`config.mk`:
```
export PLATFORM = sky130hd
export DESIGN_NAME = source_token_lexer_unit_flat
export DESIGN_NICKNAME = d
export VERILOG_FILES = /design/src/sv/stl_pkg.sv /design/src/sv/stl_char_if.sv /design/src/sv/stl_token_if.sv /design/src/sv/stl_scan.sv /design/src/sv/stl_tok_fifo.sv /design/src/sv/source_token_lexer_unit.sv /design/src/flat_wrapper.sv
export SDC_FILE = /design/constraint.sdc
export NUM_CORES = 2
export LEC_CHECK = 0
export ABC_AREA = 1
export BUFFER_PORTS_ARGS = -buffer_cell sky130_fd_sc_hd__buf_2
export CAP_MARGIN = 40
export CORE_MARGIN = 3
export CORE_UTILIZATION = 30
export DETAILED_ROUTE_END_ITERATION = 10
export GPL_TIMING_DRIVEN = 0
export MAX_ROUTING_LAYER = met4
export PLACE_DENSITY = 0.53
export SLEW_MARGIN = 10
export SYNTH_ARGS = -nofsm -noshare
export SYNTH_HDL_FRONTEND = slang
export SYNTH_SLANG_ARGS = --single-unit
export TNS_END_PERCENT = 20
```
`constraint.sdc`:
```
create_clock -name clk -period 14.3 [get_ports clk]
set_clock_uncertainty 0.1 [all_clocks]
set_input_delay 1.43 -clock clk [delete_from_list [all_inputs] [get_ports clk]]
set_output_delay 1.43 -clock clk [all_outputs]
set_load 0.01 [all_outputs]
```
`src/sv/stl_pkg.sv`:
```
package stl_pkg;

	// Sizing of the scanner
	localparam int NAME_CHARS = 8;
	localparam int VALUE_BITS = 32;
	localparam int LINE_BITS  = 16;

	localparam int NAME_BITS = NAME_CHARS * 8;
	localparam int NCNT_W    = $clog2(NAME_CHARS + 1);

	// Result queue
	localparam int TOK_DEPTH = 8;
	localparam int PTR_W     = $clog2(TOK_DEPTH);
	localparam int QCNT_W    = $clog2(TOK_DEPTH + 1);

	typedef enum logic [4:0] {
		K_FN      = 5'd0,
		K_IF      = 5'd1,
		K_ELSE    = 5'd2,
		K_RETURN  = 5'd3,
		K_NAME    = 5'd4,
		K_TYPE    = 5'd5,
		K_INT     = 5'd6,
		K_FLOAT   = 5'd7,
		K_PLUS    = 5'd8,
		K_MINUS   = 5'd9,
		K_STAR    = 5'd10,
		K_SLASH   = 5'd11,
		K_EQUAL   = 5'd12,
		K_NOTEQ   = 5'd13,
		K_RARROW  = 5'd14,
		K_LARROW  = 5'd15,
		K_NOT     = 5'd16,
		K_LPAREN  = 5'd17,
		K_RPAREN  = 5'd18,
		K_LBRACE  = 5'd19,
		K_RBRACE  = 5'd20,
		K_SET     = 5'd21,
		K_SEMI    = 5'd22,
		K_COMMA   = 5'd23,
		K_END     = 5'd24,
		K_ERROR   = 5'd25
	} kind_t;

	// Keywords packed first character in the low byte
	localparam logic [63:0] KW_FN     = 64'h6e66;
	localparam logic [63:0] KW_IF     = 64'h6669;
	localparam logic [63:0] KW_ELSE   = 64'h6573_6c65;
	localparam logic [63:0] KW_RETURN = 64'h6e72_7574_6572;
	localparam logic [63:0] KW_INT    = 64'h74_6e69;
	localparam logic [63:0] KW_FLOAT  = 64'h74_616f_6c66;

	typedef struct packed {
		kind_t        kind;
		logic [31:0]  number_value;
		logic [3:0]   fraction_digits;
		logic [63:0]  name_text;
		logic [3:0]   name_length;
		logic [15:0]  line_number;
		logic         overflow_flag;
		logic         last_flag;
	} tok_t;

	// Up to two tokens produced by one character
	typedef struct packed {
		logic [1:0] n;
		tok_t       t0;
		tok_t       t1;
	} tok_pair_t;

	typedef struct packed {
		logic  hit;
		kind_t kind;
	} single_t;

	// Operators and punctuation that stand alone
	function automatic single_t single_kind(input logic [7:0] c);
		single_t r;
		r.hit  = 1'b1;
		r.kind = K_ERROR;
		case (c)
			"+": r.kind = K_PLUS;
			"-": r.kind = K_MINUS;
			"*": r.kind = K_STAR;
			"/": r.kind = K_SLASH;
			">": r.kind = K_RARROW;
			"<": r.kind = K_LARROW;
			"(": r.kind = K_LPAREN;
			")": r.kind = K_RPAREN;
			"{": r.kind = K_LBRACE;
			"}": r.kind = K_RBRACE;
			":": r.kind = K_SET;
			";": r.kind = K_SEMI;
			",": r.kind = K_COMMA;
			default: r.hit = 1'b0;
		endcase
		return r;
	endfunction

endpackage

```
`src/sv/stl_char_if.sv`:
```
interface stl_char_if;
	logic       valid;
	logic       ready;
	logic [7:0] char_code;
	logic       end_flag;

	modport source (output valid, char_code, end_flag, input ready);
	modport sink (input valid, char_code, end_flag, output ready);
endinterface

```
`src/sv/stl_token_if.sv`:
```
interface stl_token_if;
	logic        valid;
	logic        ready;
	logic [4:0]  token_kind;
	logic [31:0] number_value;
	logic [3:0]  fraction_digits;
	logic [63:0] name_text;
	logic [3:0]  name_length;
	logic [15:0] line_number;
	logic        overflow_flag;
	logic        last_flag;

	modport source (output valid, token_kind, number_value, fraction_digits, name_text,
		name_length, line_number, overflow_flag, last_flag, input ready);
	modport sink (input valid, token_kind, number_value, fraction_digits, name_text,
		name_length, line_number, overflow_flag, last_flag, output ready);
endinterface

```
`src/sv/stl_scan.sv`:
```
module stl_scan (
	input  logic              clk,
	input  logic              arst_n,
	input  logic              beat,
	input  logic [7:0]        char_code,
	input  logic              end_flag,
	output stl_pkg::tok_pair_t push
);
	import stl_pkg::*;

	typedef enum logic [2:0] {M_IDLE, M_NAME, M_NUM, M_BANG, M_EQ} mode_t;

	localparam int PROD_W = VALUE_BITS + 4;

	// Input register
	logic                 valid_s1;
	logic [7:0]           char_s1;
	logic                 end_s1;

	// Pending token state
	mode_t                mode_q, n_mode;
	logic [NAME_BITS-1:0] buf_q, n_buf;
	logic [NCNT_W-1:0]    ncnt_q, n_ncnt;
	logic [VALUE_BITS-1:0] acc_q, n_acc;
	logic [3:0]           pdig_q, n_pdig;
	logic [1:0]           pseen_q, n_pseen;
	logic                 err_q, n_err;
	logic [LINE_BITS-1:0] line_q, n_line;

	logic                 is_letter, is_digit, is_dot;
	logic                 pair_hit, cont_name, cont_num, do_flush;
	logic                 do_name, do_num;
	logic [3:0]           dig;
	logic [PROD_W-1:0]    prod;
	logic                 mul_ovf;
	single_t              sk;
	tok_t                 blank, fl_tok, ot_tok;
	logic                 fl_emit, ot_emit;
	kind_t                name_kind;

	always_ff @(posedge clk or negedge arst_n) begin
		if (!arst_n) begin
			valid_s1 <= 1'b0;
		end else begin
			valid_s1 <= beat;
		end
	end

	always_ff @(posedge clk) begin
		if (beat) begin
			char_s1 <= char_code;
			end_s1  <= end_flag;
		end
	end

	// Character classes
	assign is_letter = (char_s1 >= "a" && char_s1 <= "z") ||
		(char_s1 >= "A" && char_s1 <= "Z") || char_s1 == "_";
	assign is_digit  = char_s1 >= "0" && char_s1 <= "9";
	assign is_dot    = char_s1 == ".";
	assign dig       = char_s1[3:0];
	assign sk        = single_kind(char_s1);

	// Kind of a finished name
	always_comb begin
		name_kind = K_NAME;
		if (!err_q) begin
			if (64'(buf_q) == KW_FN && ncnt_q == NCNT_W'(2))
				name_kind = K_FN;
			else if (64'(buf_q) == KW_IF && ncnt_q == NCNT_W'(2))
				name_kind = K_IF;
			else if (64'(buf_q) == KW_ELSE && ncnt_q == NCNT_W'(4))
				name_kind = K_ELSE;
			else if (64'(buf_q) == KW_RETURN && ncnt_q == NCNT_W'(6))
				name_kind = K_RETURN;
			else if ((64'(buf_q) == KW_INT && ncnt_q == NCNT_W'(3)) ||
				(64'(buf_q) == KW_FLOAT && ncnt_q == NCNT_W'(5)))
				name_kind = K_TYPE;
		end
	end

	// Token from the pending state
	always_comb begin
		blank             = '0;
		blank.kind        = K_END;
		blank.line_number = 16'(line_q);
		fl_tok  = blank;
		fl_emit = 1'b1;
		case (mode_q)
			M_NAME: begin
				fl_tok.kind          = name_kind;
				fl_tok.name_text     = 64'(buf_q);
				fl_tok.name_length   = 4'(ncnt_q);
				fl_tok.overflow_flag = err_q;
			end
			M_NUM: begin
				fl_tok.kind            = (pseen_q != 2'd0) ? K_FLOAT : K_INT;
				fl_tok.number_value    = 32'(acc_q);
				fl_tok.fraction_digits = (pseen_q != 2'd0) ? pdig_q : 4'd0;
				fl_tok.overflow_flag   = err_q;
			end
			M_BANG: fl_tok.kind = K_NOT;
			M_EQ:   fl_tok.kind = K_ERROR;
			default: fl_emit = 1'b0;
		endcase
	end

	// Next state and tokens for the character in s1
	always_comb begin
		pair_hit  = !end_s1 && char_s1 == "=" && (mode_q == M_BANG || mode_q == M_EQ);
		cont_name = !end_s1 && mode_q == M_NAME && is_letter;
		cont_num  = !end_s1 && mode_q == M_NUM && (is_digit || is_dot);
		do_flush  = !(pair_hit || cont_name || cont_num);

		if (cont_name || cont_num) begin
			n_mode  = mode_q;
			n_buf   = buf_q;
			n_ncnt  = ncnt_q;
			n_acc   = acc_q;
			n_pdig  = pdig_q;
			n_pseen = pseen_q;
			n_err   = err_q;
		end else begin
			n_mode  = M_IDLE;
			n_buf   = '0;
			n_ncnt  = '0;
			n_acc   = '0;
			n_pdig  = '0;
			n_pseen = '0;
			n_err   = 1'b0;
		end
		n_line  = line_q;
		ot_tok  = blank;
		ot_emit = 1'b0;
		do_name = cont_name;
		do_num  = cont_num;

		if (end_s1) begin
			ot_tok.kind = K_END;
			ot_emit     = 1'b1;
		end else if (pair_hit) begin
			ot_tok.kind = (mode_q == M_BANG) ? K_NOTEQ : K_EQUAL;
			ot_emit     = 1'b1;
		end else if (do_flush) begin
			if (char_s1 == 8'h0a) begin
				if (!(&line_q))
					n_line = line_q + 1'b1;
			end else if (is_letter) begin
				n_mode  = M_NAME;
				do_name = 1'b1;
			end else if (is_digit) begin
				n_mode = M_NUM;
				do_num = 1'b1;
			end else if (char_s1 == "!") begin
				n_mode = M_BANG;
			end else if (char_s1 == "=") begin
				n_mode = M_EQ;
			end else if (sk.hit) begin
				ot_tok.kind = sk.kind;
				ot_emit     = 1'b1;
			end
		end

		// Append to a name
		if (do_name) begin
			if (n_ncnt < NCNT_W'(NAME_CHARS)) begin
				for (int i = 0; i < NAME_CHARS; i++)
					if (n_ncnt == NCNT_W'(i))
						n_buf[i*8 +: 8] = char_s1;
				n_ncnt = n_ncnt + 1'b1;
			end else begin
				n_err = 1'b1;
			end
		end

		// Multiply-by-ten accumulate for a number
		prod    = (PROD_W'(n_acc) << 3) + (PROD_W'(n_acc) << 1) + PROD_W'(dig);
		mul_ovf = |prod[PROD_W-1:VALUE_BITS];
		if (do_num) begin
			if (is_dot) begin
				if (n_pseen == 2'd0) begin
					n_pseen = 2'd1;
				end else begin
					n_pseen = 2'd2;
					n_err   = 1'b1;
				end
			end else if (n_pseen == 2'd0) begin
				if (mul_ovf) begin
					n_acc = '1;
					n_err = 1'b1;
				end else if (!n_err) begin
					n_acc = prod[VALUE_BITS-1:0];
				end
			end else if (!n_err) begin
				if (n_pdig == 4'd15 || mul_ovf) begin
					n_err = 1'b1;
				end else begin
					n_acc  = prod[VALUE_BITS-1:0];
					n_pdig = n_pdig + 1'b1;
				end
			end
		end
	end

	// Place tokens in order, flush first
	always_comb begin
		push = '0;
		if (valid_s1) begin
			if (do_flush && fl_emit) begin
				push.t0           = fl_tok;
				push.t0.last_flag = !ot_emit;
				push.t1           = ot_tok;
				push.t1.last_flag = 1'b1;
				push.n            = ot_emit ? 2'd2 : 2'd1;
			end else if (ot_emit) begin
				push.t0           = ot_tok;
				push.t0.last_flag = 1'b1;
				push.n            = 2'd1;
			end
		end
	end

	always_ff @(posedge clk or negedge arst_n) begin
		if (!arst_n) begin
			mode_q  <= M_IDLE;
			buf_q   <= '0;
			ncnt_q  <= '0;
			acc_q   <= '0;
			pdig_q  <= '0;
			pseen_q <= '0;
			err_q   <= 1'b0;
			line_q  <= LINE_BITS'(1);
		end else if (valid_s1) begin
			mode_q  <= n_mode;
			buf_q   <= n_buf;
			ncnt_q  <= n_ncnt;
			acc_q   <= n_acc;
			pdig_q  <= n_pdig;
			pseen_q <= n_pseen;
			err_q   <= n_err;
			line_q  <= n_line;
		end
	end

endmodule

```
`src/sv/stl_tok_fifo.sv`:
```
module stl_tok_fifo (
	input  logic                clk,
	input  logic                arst_n,
	input  stl_pkg::tok_pair_t  push,
	input  logic                pop,
	output logic                out_valid,
	output stl_pkg::tok_t       out_tok,
	output logic                room
);
	import stl_pkg::*;

	tok_t              mem_q [TOK_DEPTH];
	logic [PTR_W-1:0]  wr_ptr_q, rd_ptr_q;
	logic [QCNT_W-1:0] cnt_q;
	logic [PTR_W-1:0]  wr_ptr1;

	assign wr_ptr1   = wr_ptr_q + 1'b1;
	assign out_valid = cnt_q != '0;
	assign out_tok   = mem_q[rd_ptr_q];
	// Space for the beat in s1 and one more beat, two tokens each
	assign room      = cnt_q <= QCNT_W'(TOK_DEPTH - 4);

	always_ff @(posedge clk) begin
		if (push.n != 2'd0)
			mem_q[wr_ptr_q] <= push.t0;
		if (push.n == 2'd2)
			mem_q[wr_ptr1] <= push.t1;
	end

	always_ff @(posedge clk or negedge arst_n) begin
		if (!arst_n) begin
			wr_ptr_q <= '0;
			rd_ptr_q <= '0;
			cnt_q    <= '0;
		end else begin
			wr_ptr_q <= wr_ptr_q + PTR_W'(push.n);
			if (pop)
				rd_ptr_q <= rd_ptr_q + 1'b1;
			cnt_q <= cnt_q + QCNT_W'(push.n) - QCNT_W'(pop);
		end
	end

endmodule

```
`src/sv/source_token_lexer_unit.sv`:
```
// Source token lexer.
// chars: one source byte per beat (char_code), or end_flag to flush the pending
//   name, number, ! or = and produce an end token. valid/ready handshake.
// tokens: one token per beat, at most two per input beat; last_flag marks the
//   final token caused by an input beat. A beat that causes no token (space,
//   letters inside a name, digits inside a number) produces nothing.
// Path: a token caused by an input beat passes the input register, then the
//   scan logic writes it into the token queue, from which it is presented.
// Throughput: one input beat per cycle while the queue has room; the scanner
//   state and the multiply-by-ten accumulate update together for each beat, so
//   the output beat rate (one token per cycle) is the only limit.
// Stall: tokens collect in an eight-entry queue; chars.ready drops while the
//   queue holds more than four tokens, and resumes as the receiver drains it.
// Reset: arst_n clears the queue, the scanner goes idle with an empty name and
//   number, and the line counter returns to one.
module source_token_lexer_unit (
	input  logic        clk,
	input  logic        arst_n,
	stl_char_if.sink    chars,
	stl_token_if.source tokens
);
	import stl_pkg::*;

	logic      beat;
	logic      room;
	logic      out_valid;
	tok_pair_t push;
	tok_t      out_tok;

	assign chars.ready = room;
	assign beat        = chars.valid & room;

	stl_scan u_scan (
		.clk       (clk),
		.arst_n    (arst_n),
		.beat      (beat),
		.char_code (chars.char_code),
		.end_flag  (chars.end_flag),
		.push      (push)
	);

	stl_tok_fifo u_fifo (
		.clk       (clk),
		.arst_n    (arst_n),
		.push      (push),
		.pop       (out_valid & tokens.ready),
		.out_valid (out_valid),
		.out_tok   (out_tok),
		.room      (room)
	);

	// Output beat fields
	assign tokens.valid           = out_valid;
	assign tokens.token_kind      = out_tok.kind;
	assign tokens.number_value    = out_tok.number_value;
	assign tokens.fraction_digits = out_tok.fraction_digits;
	assign tokens.name_text       = out_tok.name_text;
	assign tokens.name_length     = out_tok.name_length;
	assign tokens.line_number     = out_tok.line_number;
	assign tokens.overflow_flag   = out_tok.overflow_flag;
	assign tokens.last_flag       = out_tok.last_flag;

endmodule

```
`src/flat_wrapper.sv`:
```
// flat-port wrapper written by rule: the top's interface ports become plain ports
module source_token_lexer_unit_flat import stl_pkg::*;
  (clk, arst_n, chars_valid, chars_char_code, chars_end_flag, chars_ready, tokens_valid, tokens_token_kind, tokens_number_value, tokens_fraction_digits, tokens_name_text, tokens_name_length, tokens_line_number, tokens_overflow_flag, tokens_last_flag, tokens_ready);
  stl_char_if chars_i ();
  stl_token_if tokens_i ();
  input  logic clk;
  input  logic arst_n;
  input wire logic [$bits(chars_i.valid)-1:0] chars_valid;
  input wire logic [$bits(chars_i.char_code)-1:0] chars_char_code;
  input wire logic [$bits(chars_i.end_flag)-1:0] chars_end_flag;
  output wire logic [$bits(chars_i.ready)-1:0] chars_ready;
  output wire logic [$bits(tokens_i.valid)-1:0] tokens_valid;
  output wire logic [$bits(tokens_i.token_kind)-1:0] tokens_token_kind;
  output wire logic [$bits(tokens_i.number_value)-1:0] tokens_number_value;
  output wire logic [$bits(tokens_i.fraction_digits)-1:0] tokens_fraction_digits;
  output wire logic [$bits(tokens_i.name_text)-1:0] tokens_name_text;
  output wire logic [$bits(tokens_i.name_length)-1:0] tokens_name_length;
  output wire logic [$bits(tokens_i.line_number)-1:0] tokens_line_number;
  output wire logic [$bits(tokens_i.overflow_flag)-1:0] tokens_overflow_flag;
  output wire logic [$bits(tokens_i.last_flag)-1:0] tokens_last_flag;
  input wire logic [$bits(tokens_i.ready)-1:0] tokens_ready;
  assign chars_i.valid = chars_valid;
  assign chars_i.char_code = chars_char_code;
  assign chars_i.end_flag = chars_end_flag;
  assign chars_ready = chars_i.ready;
  assign tokens_valid = tokens_i.valid;
  assign tokens_token_kind = tokens_i.token_kind;
  assign tokens_number_value = tokens_i.number_value;
  assign tokens_fraction_digits = tokens_i.fraction_digits;
  assign tokens_name_text = tokens_i.name_text;
  assign tokens_name_length = tokens_i.name_length;
  assign tokens_line_number = tokens_i.line_number;
  assign tokens_overflow_flag = tokens_i.overflow_flag;
  assign tokens_last_flag = tokens_i.last_flag;
  assign tokens_i.ready = tokens_ready;
  source_token_lexer_unit u_core (.clk(clk), .arst_n(arst_n), .chars(chars_i), .tokens(tokens_i));
endmodule
```
==> flow_summary.yaml <==
clock_tree:
  clockBufferDepth: 3
  cts_buffers: 132
  clk-insertion-delay-late_ns: 0.77
  root_buffer: "clkbuf_16"
  clkTransAtPathRegs_ns: 0.06
  cts.sinks: 1162
  htreeDepth: 4
  cts_hold_buf: 0
  cts_setup_buffers: 0
  ctsResizeCount: 0
  cts_tree: "done"
floorplanning:
  die_width_um: 427
  coreArea_um2: 175000
  die_y_um: 427
  die_area_um2: 183000
  start_util_pct: 30.4
  boundaryPins: 142
  rows: 153
drt:
  drtAntennaViolNets: 0
  wl_per_cell_um: 22.5
  drt_first_pass_iters: 6
  remaining_drc_errors: 0
  drt-total-wl_um: 216000
  routed-via-count: 51600
  vias_per_cell: 5.37
  drt_iter0_drc: 5157
critical_path:
  endpoint_kind: "flop"
  cp_max_fo: 16
  cp.required_ns: 14.71
  ff2ff_setup_slack_ns: 7.07
  reg2reg_from: "u_core.u_scan.char_s1[0]"
  cp_cell_sequence: "buf_2 -> nand2_1 -> nor2_1 -> a31oi_1 -> nand2_1 -> nor3_1 -> inv_1 -> nor3_1 -> inv_1 -> ha_1 -> o21ai_0 -> nor2_1 -> inv_1 -> clkbuf_2 -> clkbuf_2 -> clkbuf_1 -> nand2_1 -> buf_16"
  cp_slowest_cell: "clkbuf_2"
  crit_start: "u_core.u_scan.char_s1[0]"
  worst_path_dominant_cell_family: "buffers and inverters"
  critPathLaunchType: "flop"
  r2r_end: "u_core.u_fifo.mem_q[3][15]"
  slowest_delay_ns: 0.70
  crit_arrival_ns: 7.64
  ff2ff_path_depth: 18
  worstSetupPathType: "reg2reg"
  worst-path-buf-inv: 8
global_route:
  grt_max_degree: 83
  track_usage_pct: 23.7
  grt_busiest_layer: "met2"
  grtUsageMet1_pct: 31.7
  use_met3_pct: 3.83
  grt_pass1_wl_um: 318000
  antenna_found_initial: 13
  met2_usage_pct: 36.4
  grt_pass1_vias: 48600
  grt-ovfl-total: 0
layout:
  nets: 7286
  drive_gt1_share_pct: 6.54
  nFillCells: 18500
  syn_to_final_growth_pct: 16.0
  stdcell_area_um2: 61800
power_and_ir_drop:
  peakVddDrop_uv: 134
  power_density_nw_per_um2: 209
  finalPower_uw: 12900
  leakagePower_uw: 0.0247
place:
  place.gp.congestion: 0.956
  post_dp_cell_area_um2: 57500
  hpwl_um: 165000
  portBuffers: 141
timing:
  finalMaxSlewViolations: 0
  hold_viol_final: 0
  finalSetupTns_ns: 0
  setup_viol: 0
  worst_pin_slew_ns: 0.938
  fmax_mhz: 138
  max_slew_margin_pct: 37.5
  period_share_pct: 50.5
  post-route-min-period_ns: 7.23
  rsz0062_at_grt: "false"
synth:
  synthFlopType: "dfxtp_1"
  synth-edff-count: 185
  synth_cell_types: 53
  yosysWarnings: 0
  synth_top_area_share_pct: 31.6
  ys_ff_latch: 1162
  avgSynthCellArea_um2: 7.75
  syn_nets: 6970
  ys_async_sr_fraction_pct: 11.8
  yosys.area.top_type: "dfxtp_1"
  syn_area_um2: 53200
  synthTopCellsByArea: "dfxtp_1, edfxtp_1, o21ai_0"
  synth.most_common_cell: "o21ai_0"
  ys_seq_area_share_pct: 48.5
  postSynthCellCount: 6873
  netlist_top_cells_count: "o21ai_0, dfxtp_1, inv_1"
status:
  run_status: "finished, final reports clean"
worst_hold_path:
  min_from: "u_core.u_fifo.mem_q[4][27]"
  hold_depth: 2
  min_path_type: "reg2reg"
  hold-path-endpoint: "u_core.u_fifo.mem_q[4][27]"
job:
  max-cap-violations: 0
[state kept, by name, summed over array words and instances (netlist names)]
signal and flops:
u_core.u_fifo.cnt_q 4, u_core.u_fifo.mem_q 1016, u_core.u_fifo.rd_ptr_q 3, u_core.u_fifo.wr_ptr_q 3, u_core.u_scan.acc_q 32, u_core.u_scan.buf_q 64
u_core.u_scan.char_s1 8, u_core.u_scan.end_s1 1, u_core.u_scan.err_q 1, u_core.u_scan.line_q 16, u_core.u_scan.mode_q 3, u_core.u_scan.ncnt_q 4
u_core.u_scan.pdig_q 4, u_core.u_scan.pseen_q 2, u_core.u_scan.valid_s1 1
[report_power, final]
part	switching, uW	internal, uW	total [uW]	leakage [uW]
clock	1420	1940	3360	0.00206
combinational	3720	1600	5320	0.0122
sequential	222	3990	4220	0.0105
total	5360	7530	12900	0.0247
[per-layer routing]
metal,up-vias,share of wire [%]
met5,-,0
met4,0,3.5
met3,340,7.0
met2,1874,45
met1,25000,45
li1,24400,-
[how the worst max path moves through the flow]
stage	to	slack, ns	depth (start not counted)
5_1_grt	u_core.u_fifo.mem_q[0][16]	6.81	21
3_5_place_dp	u_core.u_fifo.mem_q[0][16]	7.27	21
3_3_place_gp	u_core.u_fifo.mem_q[3][16]	5.26	15
6_report	u_core.u_fifo.mem_q[3][15]	7.07	18
4_1_cts	u_core.u_fifo.mem_q[0][16]	7.23	21
2_1_floorplan	u_core.u_scan.acc_q[16]	9.78	33
[tightest hold or removal path: stages (launching register included)]
cell and delay, ns:
dfxtp_1 0.32, nand3_1 0.06, o21ai_0 0.06
[metrics by stage]
stage	hold slack (ns)	util (%)	instances	setup slack, ns
after detailed placement	0.366	32.8	9379	7.27
final	0.377	35.3	9608	7.07
after floorplan	0.348	-	6873	9.78
after global placement	0.357	32.5	9339	5.26
after CTS	0.379	35.2	9604	7.23
after global routing	0.393	35.3	9605	6.81
[cells by family after synthesis]
kind of cell,share of synthesized area (%)
compound gates,23.3
flops,48.5
buf+inv,9.18
simple gates,16.3
fa+ha+maj,2.03
xor+xnor,0.806
[final cells by class]
cell class / count / area (um^2) / area share (%)
flip-flops and latches: 1162 / 25800 / 41.8
multi-input cells: 4429 / 22600 / 36.5
clock buffers: 197 / 3940 / 6.37
well taps: 2325 / 2910 / 4.71
inverters: 755 / 2830 / 4.59
plain buffers: 527 / 2090 / 3.38
repair buffers: 182 / 1380 / 2.23
clock inverters: 28 / 269 / 0.435
diodes: 3 / 7.51 / 0.0122
[placed cells by master, fill, tap and decap left out, types with 5 or more instances in the layout]
master	instances
inv_2	5
inv_1	735
o21bai_1	5
o31ai_1	6
buf_2	176
a31oi_1	134
buf_16	11
clkbuf_1	442
edfxtp_1	185
clkinv_1	21
xor2_1	30
clkbuf_2	25
nor2_2	8
nand3b_1	6
nor4_1	21
dfxtp_1	840
o22ai_1	480
nand3_1	606
buf_6	12
buf_4	12
o21ai_0	1064
nor3_1	39
clkinv_8	5
nand4_1	45
clkinv_2	9
dfrtp_1	136
nor2_1	604
a21oi_1	548
buf_8	11
clkbuf_8	24
xnor2_1	19
clkbuf_16	139
buf_1	52
nand2_2	8
o211ai_1	17
ha_1	80
nand2_1	653
o21ai_1	17
No activity file was read; power rests on OpenSTA's default activity.
